==> src/hw/rtl/sfd_pkg.sv <==
// ---------------------------------------------------------------------------
// sfd_pkg
// Shared types, codes and CRC-8 functions for the salted CRC-8 frame decoder.
// ---------------------------------------------------------------------------
package sfd_pkg;

   // Payload limit per frame and width of the payload byte counter
   localparam int MAX_PAYLOAD = 32;
   localparam int TAKEN_W     = 6;

   // Depth of the queue between the frame parser and the result stage
   localparam int QUEUE_DEPTH = 2;
   localparam int QPTR_W      = (QUEUE_DEPTH > 1) ? $clog2(QUEUE_DEPTH) : 1;
   localparam int QCNT_W      = $clog2(QUEUE_DEPTH + 1);

   // CRC-8 DVB-S2 polynomial
   localparam logic [7:0] CRC_POLY = 8'hD5;

   // Configuration register indexes
   localparam logic [1:0] REG_BIND_KEY   = 2'd0;
   localparam logic [1:0] REG_LEN_LOW    = 2'd1;
   localparam logic [1:0] REG_LEN_HIGH   = 2'd2;

   // Parser phases
   localparam logic [1:0] PH_IDLE    = 2'd0;
   localparam logic [1:0] PH_PAYLOAD = 2'd1;
   localparam logic [1:0] PH_CRC     = 2'd2;

   // Queue entry operations
   localparam logic OP_PAYLOAD = 1'b0;
   localparam logic OP_CHECK   = 1'b1;

   // Result kinds
   localparam logic [1:0] KIND_PAYLOAD = 2'd0;
   localparam logic [1:0] KIND_GOOD    = 2'd1;
   localparam logic [1:0] KIND_BAD     = 2'd2;

   // One queued item from the parser to the result stage
   typedef struct packed {
      logic       op;
      logic [7:0] data;
      logic [7:0] crc;
      logic [4:0] index;
      logic [3:0] ftype;
      logic [3:0] chan;
      logic [7:0] length;
   } sfd_cmd_type;

   // Queue status toward the parser and the result stage
   typedef struct packed {
      logic full;
      logic empty;
   } sfd_qstat_type;

   // Feed one byte into the CRC, MSB first
   function automatic logic [7:0] crc8_byte(input logic [7:0] crc, input logic [7:0] b);
      logic [7:0] c;
      c = crc ^ b;
      for (int k = 0; k < 8; k++) begin
         if (c[7]) begin
            c = {c[6:0], 1'b0} ^ CRC_POLY;
         end else begin
            c = {c[6:0], 1'b0};
         end
      end
      return c;
   endfunction

   // CRC of the four bind-key bytes from zero, byte 0 first
   function automatic logic [7:0] crc8_salt(input logic [31:0] key);
      logic [7:0] c;
      c = 8'h00;
      for (int k = 0; k < 4; k++) begin
         c = crc8_byte(c, key[k*8 +: 8]);
      end
      return c;
   endfunction

endpackage

==> src/hw/rtl/salted_crc8_frame_decoder_top.sv <==
// ---------------------------------------------------------------------------
// salted_crc8_frame_decoder_top
// Salted CRC-8 (poly 0xD5) frame decoder: header, payload bytes, CRC byte.
// ---------------------------------------------------------------------------
// The decoder takes one received byte per cycle while the queue has room. A
// header byte seeds the CRC with the bind-key bytes and gives no result; each
// payload byte comes out as a payload result, and the byte after the payload
// comes out as a good or bad CRC status. A payload byte past the 32-byte limit
// is dropped and the decoder goes back to looking for a header. Sustained rate
// is one byte per cycle while results are taken: the parser updates its CRC
// with one byte of XOR logic per cycle, and a two-entry queue plus the output
// register keep it taking bytes while a result waits, until the queue fills.
// With nothing queued ahead, a byte's command is written into the queue, then
// loaded into the output register, where rsp_valid rises. The configuration
// port always accepts; write registers only while no frame is in flight.
// ---------------------------------------------------------------------------
module salted_crc8_frame_decoder_top (
   input  logic        clock,
   input  logic        reset,
   input  logic        csr_valid,
   output logic        csr_ready,
   input  logic [1:0]  csr_index,
   input  logic [63:0] csr_wdata,
   input  logic        req_valid,
   output logic        req_ready,
   input  logic [7:0]  req_rx_byte,
   output logic        rsp_valid,
   input  logic        rsp_ready,
   output logic [1:0]  rsp_kind,
   output logic [7:0]  rsp_data_byte,
   output logic [4:0]  rsp_byte_index,
   output logic [3:0]  rsp_frame_type,
   output logic [3:0]  rsp_radio_channel,
   output logic [7:0]  rsp_frame_length
);

   sfd_pkg::sfd_cmd_type   front_cmd;
   sfd_pkg::sfd_cmd_type   q_head;
   sfd_pkg::sfd_qstat_type q_stat;
   logic                   front_push;
   logic                   q_pop;
   logic                   take;

   assign csr_ready = 1'b1;
   assign req_ready = !q_stat.full;
   assign take      = req_valid && req_ready;

   sfd_front u_front (
      .clock     (clock),
      .reset     (reset),
      .csr_write (csr_valid && csr_ready),
      .csr_index (csr_index),
      .csr_wdata (csr_wdata),
      .take      (take),
      .rx_byte   (req_rx_byte),
      .push      (front_push),
      .cmd       (front_cmd)
   );

   sfd_queue u_queue (
      .clock    (clock),
      .reset    (reset),
      .push     (front_push),
      .push_cmd (front_cmd),
      .pop      (q_pop),
      .head     (q_head),
      .stat     (q_stat)
   );

   sfd_back u_back (
      .clock             (clock),
      .reset             (reset),
      .q_valid           (!q_stat.empty),
      .q_head            (q_head),
      .q_pop             (q_pop),
      .rsp_valid         (rsp_valid),
      .rsp_ready         (rsp_ready),
      .rsp_kind          (rsp_kind),
      .rsp_data_byte     (rsp_data_byte),
      .rsp_byte_index    (rsp_byte_index),
      .rsp_frame_type    (rsp_frame_type),
      .rsp_radio_channel (rsp_radio_channel),
      .rsp_frame_length  (rsp_frame_length)
   );

`ifndef NO_ASSERTIONS
   // The parser never pushes into a full queue
   a_no_overflow: assert property (@(posedge clock) disable iff (reset)
      front_push |-> !q_stat.full)
      else $error("frame parser pushed into a full queue");

   // A pop of the queue shows up as a valid result in the next cycle
   a_pop_to_rsp: assert property (@(posedge clock) disable iff (reset)
      q_pop |=> rsp_valid)
      else $error("popped item did not reach the output register");

   // Channel is reported only with a good CRC status
   a_chan_good_only: assert property (@(posedge clock) disable iff (reset)
      (rsp_valid && rsp_kind != sfd_pkg::KIND_GOOD) |-> rsp_radio_channel == 4'd0)
      else $error("radio channel reported outside a good frame");

   // Status results carry a zero byte index
   a_status_index: assert property (@(posedge clock) disable iff (reset)
      (rsp_valid && rsp_kind != sfd_pkg::KIND_PAYLOAD) |-> rsp_byte_index == 5'd0)
      else $error("status result with nonzero byte index");
`endif

endmodule

==> src/hw/rtl/sfd_front.sv <==
// ---------------------------------------------------------------------------
// sfd_front
// Frame parser: holds the configuration, tracks header, payload and CRC
// phases, runs the CRC and queues one command for each byte that has a result.
// ---------------------------------------------------------------------------
module sfd_front (
   input  logic                 clock,
   input  logic                 reset,
   input  logic                 csr_write,
   input  logic [1:0]           csr_index,
   input  logic [63:0]          csr_wdata,
   input  logic                 take,
   input  logic [7:0]           rx_byte,
   output logic                 push,
   output sfd_pkg::sfd_cmd_type cmd
);

   logic [7:0]                  salt_crc_ff, salt_crc_in;
   logic [127:0]                len_table_ff, len_table_in;
   logic [1:0]                  phase_ff, phase_in;
   logic [7:0]                  crc_ff, crc_in;
   logic [sfd_pkg::TAKEN_W-1:0] taken_ff, taken_in;
   logic [sfd_pkg::TAKEN_W-1:0] taken_next;
   logic [7:0]                  len_ff, len_in;
   logic [3:0]                  type_ff, type_in;
   logic [3:0]                  chan_ff, chan_in;
   logic [7:0]                  hdr_len;

   // Write configuration; keep only the CRC of the bind key
   always_comb begin
      salt_crc_in  = salt_crc_ff;
      len_table_in = len_table_ff;
      if (csr_write) begin
         unique case (csr_index)
            sfd_pkg::REG_BIND_KEY: salt_crc_in = sfd_pkg::crc8_salt(csr_wdata[31:0]);
            sfd_pkg::REG_LEN_LOW:  len_table_in[63:0]   = csr_wdata;
            sfd_pkg::REG_LEN_HIGH: len_table_in[127:64] = csr_wdata;
            default: ;
         endcase
      end
   end

   // Look up the payload length of the header's frame type
   assign hdr_len    = len_table_ff[{rx_byte[7:4], 3'b000} +: 8];
   assign taken_next = taken_ff + sfd_pkg::TAKEN_W'(1);

   // Advance the frame phase and build the queued command
   always_comb begin
      phase_in   = phase_ff;
      crc_in     = crc_ff;
      taken_in   = taken_ff;
      len_in     = len_ff;
      type_in    = type_ff;
      chan_in    = chan_ff;
      push       = 1'b0;
      cmd.op     = sfd_pkg::OP_PAYLOAD;
      cmd.data   = rx_byte;
      cmd.crc    = crc_ff;
      cmd.index  = taken_ff[4:0];
      cmd.ftype  = type_ff;
      cmd.chan   = chan_ff;
      cmd.length = len_ff;
      if (take) begin
         unique case (phase_ff)
            sfd_pkg::PH_PAYLOAD: begin
               if (taken_ff >= sfd_pkg::TAKEN_W'(sfd_pkg::MAX_PAYLOAD)) begin
                  // Drop the overflowing byte
                  phase_in = sfd_pkg::PH_IDLE;
               end else begin
                  push     = 1'b1;
                  crc_in   = sfd_pkg::crc8_byte(crc_ff, rx_byte);
                  taken_in = taken_next;
                  if ({2'b00, taken_next} == len_ff) begin
                     phase_in = sfd_pkg::PH_CRC;
                  end
               end
            end
            sfd_pkg::PH_CRC: begin
               push      = 1'b1;
               cmd.op    = sfd_pkg::OP_CHECK;
               cmd.index = 5'd0;
               phase_in  = sfd_pkg::PH_IDLE;
            end
            default: begin
               // Header byte, also taken in the unused phase code
               crc_in   = sfd_pkg::crc8_byte(salt_crc_ff, rx_byte);
               type_in  = rx_byte[7:4];
               chan_in  = rx_byte[3:0];
               len_in   = hdr_len;
               taken_in = '0;
               phase_in = (hdr_len == 8'd0) ? sfd_pkg::PH_CRC : sfd_pkg::PH_PAYLOAD;
            end
         endcase
      end
   end

   always_ff @(posedge clock) begin
      if (reset) begin
         salt_crc_ff  <= '0;
         len_table_ff <= '0;
         phase_ff     <= sfd_pkg::PH_IDLE;
         crc_ff       <= '0;
         taken_ff     <= '0;
         len_ff       <= '0;
         type_ff      <= '0;
         chan_ff      <= '0;
      end else begin
         salt_crc_ff  <= salt_crc_in;
         len_table_ff <= len_table_in;
         phase_ff     <= phase_in;
         crc_ff       <= crc_in;
         taken_ff     <= taken_in;
         len_ff       <= len_in;
         type_ff      <= type_in;
         chan_ff      <= chan_in;
      end
   end

endmodule

==> src/hw/rtl/sfd_queue.sv <==
// ---------------------------------------------------------------------------
// sfd_queue
// Short command queue between the frame parser and the result stage.
// ---------------------------------------------------------------------------
module sfd_queue (
   input  logic                  clock,
   input  logic                  reset,
   input  logic                  push,
   input  sfd_pkg::sfd_cmd_type  push_cmd,
   input  logic                  pop,
   output sfd_pkg::sfd_cmd_type  head,
   output sfd_pkg::sfd_qstat_type stat
);

   sfd_pkg::sfd_cmd_type       entry_ff [sfd_pkg::QUEUE_DEPTH];
   logic [sfd_pkg::QPTR_W-1:0] wr_ptr_ff, wr_ptr_in;
   logic [sfd_pkg::QPTR_W-1:0] rd_ptr_ff, rd_ptr_in;
   logic [sfd_pkg::QCNT_W-1:0] count_ff, count_in;
   logic                       do_push;
   logic                       do_pop;

   assign stat.full  = (count_ff == sfd_pkg::QCNT_W'(sfd_pkg::QUEUE_DEPTH));
   assign stat.empty = (count_ff == '0);
   assign do_push    = push && !stat.full;
   assign do_pop     = pop && !stat.empty;
   assign head       = entry_ff[rd_ptr_ff];

   // Advance pointers and occupancy
   always_comb begin
      wr_ptr_in = wr_ptr_ff;
      rd_ptr_in = rd_ptr_ff;
      count_in  = count_ff;
      if (do_push) begin
         wr_ptr_in = (wr_ptr_ff == sfd_pkg::QPTR_W'(sfd_pkg::QUEUE_DEPTH - 1)) ?
                     '0 : wr_ptr_ff + sfd_pkg::QPTR_W'(1);
      end
      if (do_pop) begin
         rd_ptr_in = (rd_ptr_ff == sfd_pkg::QPTR_W'(sfd_pkg::QUEUE_DEPTH - 1)) ?
                     '0 : rd_ptr_ff + sfd_pkg::QPTR_W'(1);
      end
      if (do_push && !do_pop) begin
         count_in = count_ff + sfd_pkg::QCNT_W'(1);
      end else if (do_pop && !do_push) begin
         count_in = count_ff - sfd_pkg::QCNT_W'(1);
      end
   end

   always_ff @(posedge clock) begin
      if (reset) begin
         wr_ptr_ff <= '0;
         rd_ptr_ff <= '0;
         count_ff  <= '0;
      end else begin
         wr_ptr_ff <= wr_ptr_in;
         rd_ptr_ff <= rd_ptr_in;
         count_ff  <= count_in;
      end
   end

   // Store the pushed command
   always_ff @(posedge clock) begin
      if (do_push) begin
         entry_ff[wr_ptr_ff] <= push_cmd;
      end
   end

endmodule

==> src/hw/rtl/sfd_back.sv <==
// ---------------------------------------------------------------------------
// sfd_back
// Result stage: checks the CRC of frame-end commands, formats the result and
// holds it in the output register until it is taken.
// ---------------------------------------------------------------------------
module sfd_back (
   input  logic                 clock,
   input  logic                 reset,
   input  logic                 q_valid,
   input  sfd_pkg::sfd_cmd_type q_head,
   output logic                 q_pop,
   output logic                 rsp_valid,
   input  logic                 rsp_ready,
   output logic [1:0]           rsp_kind,
   output logic [7:0]           rsp_data_byte,
   output logic [4:0]           rsp_byte_index,
   output logic [3:0]           rsp_frame_type,
   output logic [3:0]           rsp_radio_channel,
   output logic [7:0]           rsp_frame_length
);

   logic       valid_ff, valid_in;
   logic [1:0] kind_ff, kind_in;
   logic [7:0] data_ff;
   logic [4:0] index_ff;
   logic [3:0] type_ff;
   logic [3:0] chan_ff, chan_in;
   logic [7:0] len_ff;
   logic       good;

   // Load a new item when the output register is empty or being taken
   assign q_pop = q_valid && (!valid_ff || rsp_ready);
   assign good  = (q_head.crc == q_head.data);

   // Classify the queued command
   always_comb begin
      valid_in = valid_ff;
      if (q_pop) begin
         valid_in = 1'b1;
      end else if (rsp_ready) begin
         valid_in = 1'b0;
      end
      unique case (q_head.op)
         sfd_pkg::OP_CHECK: begin
            kind_in = good ? sfd_pkg::KIND_GOOD : sfd_pkg::KIND_BAD;
            chan_in = good ? q_head.chan : 4'd0;
         end
         default: begin
            kind_in = sfd_pkg::KIND_PAYLOAD;
            chan_in = 4'd0;
         end
      endcase
   end

   always_ff @(posedge clock) begin
      if (reset) begin
         valid_ff <= 1'b0;
      end else begin
         valid_ff <= valid_in;
      end
   end

   always_ff @(posedge clock) begin
      if (q_pop) begin
         kind_ff  <= kind_in;
         data_ff  <= q_head.data;
         index_ff <= q_head.index;
         type_ff  <= q_head.ftype;
         chan_ff  <= chan_in;
         len_ff   <= q_head.length;
      end
   end

   assign rsp_valid         = valid_ff;
   assign rsp_kind          = kind_ff;
   assign rsp_data_byte     = data_ff;
   assign rsp_byte_index    = index_ff;
   assign rsp_frame_type    = type_ff;
   assign rsp_radio_channel = chan_ff;
   assign rsp_frame_length  = len_ff;

endmodule

==> config.mk <==
export PLATFORM = sky130hd
export DESIGN_NAME = salted_crc8_frame_decoder_top
export DESIGN_NICKNAME = d
export VERILOG_FILES = /design/src/hw/rtl/sfd_pkg.sv /design/src/hw/rtl/salted_crc8_frame_decoder_top.sv /design/src/hw/rtl/sfd_front.sv /design/src/hw/rtl/sfd_queue.sv /design/src/hw/rtl/sfd_back.sv
export SDC_FILE = /design/constraint.sdc
export NUM_CORES = 1
export LEC_CHECK = 0
export BUFFER_PORTS_ARGS = -buffer_cell sky130_fd_sc_hd__buf_2
export CAP_MARGIN = 0
export CORE_ASPECT_RATIO = 1.25
export CORE_MARGIN = 1
export CORE_UTILIZATION = 35
export DETAILED_ROUTE_END_ITERATION = 8
export PLACE_DENSITY = 0.56
export SYNTH_ARGS = -nofsm -noshare
export SYNTH_HDL_FRONTEND = slang
export SYNTH_HIERARCHICAL = 1
export SYNTH_SLANG_ARGS = --single-unit
==> constraint.sdc <==
create_clock -name clock -period 4.2 [get_ports clock]
set_clock_uncertainty 0.05 [all_clocks]
set_input_delay 0.42 -clock clock [delete_from_list [all_inputs] [get_ports clock]]
set_output_delay 0.42 -clock clock [all_outputs]
set_load 0.005 [all_outputs]
# Yosys cells after proc, flatten, opt, wreduce, memory -nomap -nowiden
# Memories as Yosys holds them, arrays and structs flattened. A register that Yosys moved wholly into a read port is not among the register bits.
# Cells that the tools add are included.
# classes
add_sub_neg,5
n_lt_le_gt_ge,1
n_eq_ne,9
shifts,1
mux,171
bitwise_logic,55
reduce_logical,25
# ops
op,count
8-bit 2-to-1 mux,146
5-bit NOT,48
128-bit by 8-bit variable part select with 8-bit output,1
8-bit XOR,5
8-bit one-hot mux with 2 select lines,1
1-bit 2-to-1 mux,12
2-bit 2-to-1 mux,6
6-bit one-hot mux with 2 select lines,1
2-bit AND reduction,6
5-bit 2-to-1 mux,2
6-bit by 8-bit equality test with 1-bit output,1
8-bit equality test,1
8-bit zero test,1
"6-bit by 1-bit adder with 6-bit output, second input constant",1
"2-bit equality test, second input constant",3
"6-bit greater-or-equal comparator, second input constant",1
1-bit logical AND,6
6-bit 2-to-1 mux,1
1-bit zero test,5
"2-bit by 1-bit equality test with 1-bit output, second input constant",2
2-bit zero test,2
2-bit one-hot mux with 2 select lines,1
2-bit nonzero test,2
"3-bit by 1-bit != test with 1-bit output, second input constant",1
9 further kinds,11
# totals
ff_bits,204
ramBits,76
out_inout_bits,34
wordCells,287
n_memories,1
# mem_list
memory,words,word_bits,read_ports,rd_clocked_by_memory_dff,write_ports,line_no,rtl
u_queue.entry_ff,2,38,1,1,1,sfd_queue.sv:15,sfd_pkg::sfd_cmd_type entry_ff [sfd_pkg::QUEUE_DEPTH];

# Longest topological paths before layout
# Gate-level depths: netlist (run 1).
# logic_depth
word_depth,129
ltp_mapped,10
ltp_nobuf,10

# By module
# Netlist (run 1), hierarchy kept.
# modules_own_cells
mod,n_inst,cells_each,area_per_inst_um2
sfd_front,1,1010,8952.3
sfd_queue,1,143,2955.3
sfd_back,1,57,1117.3
salted_crc8_frame_decoder_top,1,5,25.0

# Worst setup path before layout (run 1)
# Ideal clock, no wire load.
# synth_timing
kind,reg-to-reg
start,register u_queue/count_ff[0] (netlist name)
end,register u_queue/count_ff[1] (netlist name)
setup_time_ns,0.070
t_arrival_ns,4.377
slack_ns,-0.296
path_stages_with_launch,8
n_path_buf,0
synth_period_minus_slack_ns,4.496
path_cell_list,dfxtp_1 > nor2_1 > inv_1 > a21boi_0 > o21ai_0 > ha_1 > or3_1 > a21oi_1
# synth_rtl
item,line_no,rtl
start: declaration,sfd_queue.sv:18,"logic [sfd_pkg::QCNT_W-1:0] count_ff, count_in;"
start signal: assignment,sfd_queue.sv:56,count_ff <= count_in;

# Worst setup path after layout (run 1)
# layout_timing
start,input port csr_wdata[0]
end,register u_front.salt_crc_ff[4]
# layout_between
elab_chain_cells,113
word_cells_on_any_way,125
classes_between,mux (94); bitwise (31)
# layout_rtl
item,line_no,rtl
start: declaration,salted_crc8_frame_decoder_top.sv:23,"input logic [63:0] csr_wdata,"
8-bit 2-to-1 mux (*),sfd_pkg.sv:60,if (c[7]) begin
8-bit 2-to-1 mux (*),sfd_front.sv:34,unique case (csr_index)
8-bit 2-to-1 mux (*),sfd_front.sv:33,if (csr_write) begin
5-bit NOT (no source line),n/a,
8-bit 2-to-1 mux (*),sfd_pkg.sv:60,
8-bit 2-to-1 mux (*),sfd_front.sv:34,
8-bit 2-to-1 mux (*),sfd_front.sv:33,
8-bit 2-to-1 mux (*),sfd_pkg.sv:60,
[97 not listed],n/a,
8-bit 2-to-1 mux (*),sfd_pkg.sv:60,
8-bit 2-to-1 mux (*),sfd_front.sv:34,
8-bit 2-to-1 mux (*),sfd_front.sv:33,
8-bit 2-to-1 mux (*),sfd_pkg.sv:60,
8-bit 2-to-1 mux (*),sfd_front.sv:34,
8-bit 2-to-1 mux (*),sfd_front.sv:33,
5-bit NOT (no source line) / 8-bit 2-to-1 mux (equally long branches),n/a,
8-bit 2-to-1 mux (*),sfd_pkg.sv:60,
end signal: assignment,sfd_front.sv:108,salt_crc_ff <= salt_crc_in;
end: declaration,sfd_front.sv:18,"logic [7:0] salt_crc_ff, salt_crc_in;"
# Every way passes the cells marked *; elsewhere a longest branch is shown, timed or not. The select of a mux whose other input is x is not followed.
# A chain may end at the register's enable or synchronous reset.

==> results of run 1 <==
sequential cells by signal, summed over array words and instances (netlist names), 4 cells and up, named ones only:
register and cells:
u_front/taken_ff 6, u_back/rsp_frame_type 4, u_front/len_table_ff 128, u_back/rsp_radio_channel 4, u_front/type_ff 4, u_front/chan_ff 4
u_back/rsp_data_byte 8, u_back/rsp_byte_index 5, u_front/crc_ff 8, u_front/len_ff 8, u_back/rsp_frame_length 8, u_front/salt_crc_ff 8
u_queue/entry_ff 76
critical path, stage by stage:
cell,delay [ps]
buf_2,210
xor2_1,170
xnor3_1,500
xnor2_2,300
xnor2_2,150
xnor3_2,500
xor2_2,240
xnor3_1,450
a211oi_2,230
power by group:
group          total, mW  internal (mW)  leakage [nW]  switching, mW
combinational       3.14           1.76          2.56           1.38
clock               2.52           1.47         0.466           1.06
sequential          3.12           3.02          2.40         0.0942
kinds of logic (layout without fill, tap and decap cells):
group | Yosys count | after routing | synth area share
AOI/OAI and AO/OA | 205 | 205 | 0.0875
xor gates and xnor gates | 158 | 158 | 0.148
adders and majority gates | 5 | 5 | 0.00479
buffers and inverters | 100 | 189 | 0.0340
DFF | 281 | 281 | 0.513
muxes | 72 | 72 | 0.0895
other | 1 | 1 | 0.000287
and+or+nand+nor | 393 | 393 | 0.122
per-layer routing:
| layer | global-route usage | vias to the layer above | part of all wire |
|---|---|---|---|
| met1 | 0.203 | 4197 | 0.43 |
| met2 | 0.284 | 152 | 0.51 |
| met5 | 0 | - | 0 |
| met3 | 0.0187 | 50 | 0.031 |
| met4 | 0.0609 | 0 | 0.032 |
| li1 | - | 4283 | - |
cell type report:
class                   count  area, um^2
repair buffers            123         673
clock buffers              44         855
well taps                 480         601
fillers                  3617       21600
clock inverters            10        85.1
inverters                  12        45.0
multi-input cells         834        5930
flip-flops and latches    281        6700
cell usage after synthesis, types with 2 or more instances:
cell / count / share of area
a211oi_1: 6 / 0.0035
a221oi_1: 2 / 0.0013
and3_1: 2 / 0.00096
xor2_1: 31 / 0.021
mux4_2: 32 / 0.055
o21ai_0: 7 / 0.0027
dfxtp_1: 174 / 0.27
xor3_1: 3 / 0.0055
buf_4: 15 / 0.0086
edfxtp_1: 107 / 0.25
xnor3_1: 20 / 0.035
nand4_2: 2 / 0.0019
mux2i_1: 2 / 0.0015
nand2b_1: 5 / 0.0024
nor3_1: 8 / 0.0031
nand2_1: 311 / 0.089
xnor3_4: 2 / 0.0040
inv_1: 12 / 0.0035
nor2b_1: 6 / 0.0029
ha_1: 5 / 0.0048
a21oi_1: 160 / 0.061
a22oi_1: 19 / 0.011
or3_1: 2 / 0.00096
buf_1: 8 / 0.0023
a211oi_2: 2 / 0.0019
xnor2_4: 4 / 0.0084
buf_2: 4 / 0.0015
clkbuf_1: 60 / 0.017
xnor3_2: 5 / 0.0091
nor2_1: 38 / 0.011
mux2_2: 38 / 0.033
xnor2_1: 87 / 0.058
nand3b_1: 3 / 0.0017
nor4_1: 3 / 0.0014
and2_1: 9 / 0.0043
xnor2_2: 5 / 0.0062
placed cells by master, fill, tap and decap left out, types with 3 or more instances in the layout:
master / instances
xnor3_2: 5
mux2_2: 38
ha_1: 5
edfxtp_1: 107
a211oi_1: 6
clkbuf_16: 30
dfxtp_1: 174
nor3_1: 8
xnor3_1: 20
nor4_1: 3
a22oi_1: 19
inv_1: 12
clkbuf_1: 8
xnor2_1: 87
mux4_2: 32
nand2_1: 311
nand2b_1: 5
o21ai_0: 7
xnor2_2: 5
a21oi_1: 160
xnor2_4: 4
clkinv_2: 3
xor2_1: 31
xor3_1: 3
and2_1: 9
nand3b_1: 3
nor2b_1: 6
buf_2: 110
clkbuf_8: 5
buf_4: 11
nor2_1: 37
worst min-delay path by stage:
| stage | slack, ps | start | cells after the start | end |
|---|---|---|---|---|
| after floorplan | 380 | u_front/chan_ff[2] | 0 | u_queue/entry_ff[0][10] |
| after global placement | 380 | u_front/type_ff[0] | 0 | u_queue/entry_ff[0][12] |
| after detailed placement | 390 | u_front/len_table_ff[63] | 2 | u_front/len_table_ff[63] |
| after CTS | 30 | csr_wdata[43] | 3 | u_front/len_table_ff[43] |
| after global routing | 40 | csr_wdata[37] | 3 | u_front/len_table_ff[37] |
| final | 60 | csr_wdata[43] | 3 | u_front/len_table_ff[107] |
per-stage QoR:
step,utilization,power (mW),setup WS [ps]
finish,0.408,8.78,1430
global route,0.408,9.26,1250
global placement,0.382,6.28,958
floorplan,-,5.80,675
detailed placement,0.382,6.31,900
CTS,0.408,8.89,1380
==> flow_summary.json, run 1 <==
{
  "antenna_cells": 0,
  "reg2regPathDepth": 7,
  "io_buffers": 111,
  "syn_area_per_cell_um2": 10.7,
  "reg2reg_slack_ps": 1440,
  "grt_pass1_vias": 8710,
  "cts_buffers": 29,
  "detailed_place.area_um2": 13900,
  "ioPinCount": 113,
  "start_util": 0.358,
  "status": "finished clean",
  "cp.arrival_ps": 3180,
  "dp_hpwl_um": 21000,
  "die_h_um": 218,
  "gr-total-overflow": 0,
  "worst_pin_slew_ps": 1010,
  "grt_pass1_wl_um": 48500,
  "period_minus_slack_ps": 2770,
  "setup_tns_ps": 0,
  "start_kind": "input port",
  "yosysWarningCount": 6,
  "leakage_nw": 5.42,
  "r2r-end": "u_queue/entry_ff[0][0]",
  "grt_max_degree": 104,
  "ctsHoldBuffers": 0,
  "dpl.cell_count": 1730,
  "cts_max_path_buffers": 3,
  "setup_viol": 0,
  "hp-class": "in -> reg",
  "max_freq_ghz": 0.361,
  "final_antenna_net_count": 0,
  "endpoint": "u_front/salt_crc_ff[4]",
  "wirelength_um": 30500,
  "route.vias.total": 8682,
  "ys_ff_latch": 281,
  "htree_levels": 1,
  "clk_latency_ps": 560,
  "grt_usage": 0.162,
  "vias_per_cell": 4.87,
  "clk_pin_slew_worst_paths_ps": 60,
  "die_area_um2": 38100,
  "synthCells": 1215,
  "area_growth_pct": 14.1,
  "synth_edf_count": 107,
  "post_cts_buffers": 0,
  "path_max_fanout": 5,
  "ys.flop_type": "dfxtp_1",
  "syn-num-nets": 1299,
  "hold_ws_ps": 60.5,
  "r2r_start": "u_queue/count_ff[0]",
  "fin_crit_sh": 0.660,
  "max-slew-margin-rel": 0.324,
  "antenna_found_initial": 0,
  "worstSetupStartpoint": "csr_wdata[0]",
  "num_rows": 78,
  "final_area_um2": 14900,
  "synth.distinct_cells": 52,
  "rsz0062_at_grt": "false",
  "synth_seq_area_share": 0.513,
  "nNetsFinal": 1365,
  "place_congestion": 0.861,
  "first_pass_iters": 5,
  "end_kind": "flip-flop",
  "powerDensity_nw_per_um2": 590,
  "path_class": "in -> reg",
  "synthArstFlopShare": 0,
  "cp.required_ps": 4610,
  "cts_root_buffer": "clkbuf_16",
  "cts_tree": "yes",
  "slew_viol_final": 0,
  "clock_sinks": 281,
  "vdd_drop_max_mv": 0.443,
  "hold_viol_final": 0,
  "die_x_um": 175,
  "cts_resized": 0,
  "wl_per_cell_um": 17.1,
  "drv_cap": 0,
  "core-area_um2": 36500,
  "synthesis.area_um2": 13100,
  "drt-initial-drc-count": 436,
  "final_cell_count_no_fill": 1784,
  "drive_gt1_frac": 0.202,
  "drc_errors": 0
}
Note: power is estimated with default switching activity, not from simulation.
==> inputs of run 2 (changes only) <==
--- a/config.mk
+++ b/config.mk
@@ -5,6 +5,7 @@
 export SDC_FILE = /design/constraint.sdc
 export NUM_CORES = 1
 export LEC_CHECK = 0
+export ABC_AREA = 1
 export BUFFER_PORTS_ARGS = -buffer_cell sky130_fd_sc_hd__buf_2
 export CAP_MARGIN = 0
 export CORE_ASPECT_RATIO = 1.25
==> constraint.sdc (replaced) <==
create_clock -name clock -period 2.5 [get_ports clock]
set_clock_uncertainty 0.05 [all_clocks]
set_input_delay 0.25 -clock clock [delete_from_list [all_inputs] [get_ports clock]]
set_output_delay 0.25 -clock clock [all_outputs]
set_load 0.005 [all_outputs]
==> run 2 against run 1 <==
Effect of this change: the run now ends with setup timing left; final area is 34% higher; die area is 11% higher; global-route usage grew 2.2 points; hold slack got worse by 45 ps; non-clock buffer count grew 217; sequential share of layout area fell by 11 points; sequential cell count is the same; register-to-register slack lost 1500 ps; core utilization up 8.5 points; via count is 44% higher; largest cell class is now multi-input combinational cells; first-iteration DRC count is 74% higher; critical endpoint unchanged.
==> flow_summary.json, run 2 <==
{
  "die_area_um2": 42200,
  "hp-class": "in -> reg",
  "cp_slowest_cell": "or2_1",
  "setup_tns_ps": -11500,
  "grt_max_degree": 103,
  "max_freq_ghz": 0.251,
  "final_cell_count_no_fill": 2588,
  "met2_usage": 0.338,
  "syn_area_per_cell_um2": 8.35,
  "dpl.cell_count": 2450,
  "clock_sinks": 281,
  "synth.distinct_cells": 48,
  "final_antenna_net_count": 0,
  "use_met1": 0.222,
  "synth_top_area_share": 0.241,
  "slew_viol_final": 0,
  "num_rows": 82,
  "yosysWarningCount": 6,
  "clk_latency_ps": 560,
  "drt-initial-drc-count": 757,
  "grt_busiest_layer": "met2",
  "slowest_delay_ps": 230,
  "synth_edf_count": 107,
  "yosysMostFrequentCell": "nand2_1",
  "crit_cells": 47,
  "route.vias.total": 12500,
  "first_pass_iters": 5,
  "layout.area.seq_um2": 6710,
  "ioPinCount": 113,
  "status": "complete, but fails checks",
  "synthesis.area_um2": 14500,
  "path_class": "in -> reg",
  "final_common_cell": "o21ai_0",
  "worst_slack_ps": -1480,
  "rsz0062_at_grt": "true",
  "worst_pin_slew_ps": 568,
  "layout_common_cells": "o21ai_0, buf_4, dfxtp_1, nor2_1, nand2_1",
  "wl_per_cell_um": 15.0,
  "place_congestion": 0.859,
  "cts_buffers": 28,
  "synthArstFlopShare": 0,
  "start_kind": "input port",
  "crit_top_cell": "nand2_4",
  "regMostFlops": "u_front/len_table_ff",
  "ys_ff_latch": 281,
  "hold_viol_final": 0,
  "vias_per_cell": 4.84,
  "setup_viol": 9,
  "synthCells": 1735,
  "cts_root_buffer": "clkbuf_16",
  "fin_crit_sh": 1.59,
  "max-slew-margin-rel": 0.618,
  "drv_cap": 0,
  "synth_area_leaders": "dfxtp_1, edfxtp_1, o21ai_0, nand2_1, a21oi_1",
  "cp.required_ps": 2900,
  "io_buffers": 111,
  "core-area_um2": 40400,
  "clk_pin_slew_worst_paths_ps": 70,
  "grt_pass1_wl_um": 62900,
  "whs_path_depth": 1,
  "drc_errors": 0,
  "die_h_um": 229,
  "drive_gt1_frac": 0.334,
  "largest_reg_flops": 128,
  "cp.buffers_inverters": 6,
  "die_x_um": 184,
  "top_regs": "u_front/len_table_ff (128), u_queue/entry_ff (76)",
  "critical-path-top-delay-family": "simple AND/OR/NAND/NOR gates",
  "grt_pass1_vias": 12500,
  "ys.flop_type": "dfxtp_1",
  "violations": "setup timing",
  "multi_input_area_um2": 8230,
  "grt.met3_usage": 0.0204,
  "htree_levels": 1,
  "synth_seq_area_share": 0.462,
  "gr-total-overflow": 0,
  "antenna_found_initial": 1,
  "end_kind": "flip-flop",
  "start_util": 0.358,
  "cp.arrival_ps": 4380,
  "synth_common_cells": "nand2_1, o21ai_0, dfxtp_1",
  "yosysTopAreaCell": "dfxtp_1",
  "period_minus_slack_ps": 3980,
  "dp_hpwl_um": 26700,
  "area_growth_pct": 37.5,
  "wirelength_um": 38900,
  "cts_tree": "yes",
  "fillers": 3784,
  "nNetsFinal": 2103,
  "path_max_fanout": 8,
  "reg2regPathDepth": 11,
  "syn-num-nets": 1819,
  "grt_usage": 0.184,
  "cts_max_path_buffers": 3
}
[run 2: logic make-up (layout without fill, tap and decap cells)]
kind of cell / count (synthesis) / in the layout / share of synthesized area
flip-flops: 281 / 281 / 0.462
other: 1 / 2 / 0.000259
XOR/XNOR: 86 / 86 / 0.0531
multiplexers: 70 / 70 / 0.0569
buffers and inverters: 265 / 571 / 0.0740
AND/OR/NAND/NOR: 650 / 650 / 0.210
adder cells (fa/ha/maj): 5 / 5 / 0.00432
AO/OA/AOI/OAI: 377 / 377 / 0.139
[run 2: worst register-to-register path, delay by kind of cell (launching register included)]
family	cells	cell delay (ps)
xor gates and xnor gates	5	1050
AOI/OAI and AO/OA	3	560
DFF	1	360
and+or+nand+nor	2	360
buffers and inverters	1	70
[run 2: final cells by class]
class                      instances  share of cell area
multi-input combinational       1189               0.413
timing repair buffer             340               0.132
inverter                         179              0.0363
clock buffer                      41              0.0386
antenna                            1            0.000126
sequential                       281               0.337
clock inverter                    11             0.00836
tap                              546              0.0343
[run 2: timing repair]
| item | 4_1_cts | 5_1_grt |
|---|---|---|
| endpoints found under the hold margin | 83 | 0 |
| hold buffers | 43 | 0 |
| endpoints found under the setup margin | 11 | 17 |
| setup buffers | 37 | 6 |
| pin swaps | 77 | 80 |
| gates resized for setup | 156 | 140 |
[run 2: per-layer routing]
layer / up-vias / share of wire / routed length, um
met5: - / 0 / 0
met4: 0 / 0.027 / 1040
met3: 66 / 0.034 / 1310
met2: 249 / 0.52 / 20200
met1: 5874 / 0.42 / 16300
li1: 6325 / - / -
[run 2: worst paths after layout]
path                       from                      end  slack, ps
max                csr_wdata[6]   u_front/salt_crc_ff[4]      -1480
min reg2reg  u_front/type_ff[1]  u_queue/entry_ff[1][13]        400
min              req_rx_byte[4]  u_queue/entry_ff[0][33]         20
max reg2reg   u_front/crc_ff[6]        u_front/crc_ff[4]        -30
[run 2: metrics by stage]
stage	hold slack, ps	cell area [um^2]	setup WS, ps	util
after floorplan	269	14800	-1450	-
after global placement	383	16900	-2070	0.417
after detailed placement	387	16900	-2140	0.417
after CTS	1.52	19200	-1340	0.475
after global routing	8.42	19900	-1760	0.493
final	15.7	19900	-1480	0.493
Power of run 2 is left out: the tool's default activity adds up to more than one toggle a clock period on the data nets, which glitch-free logic cannot reach.
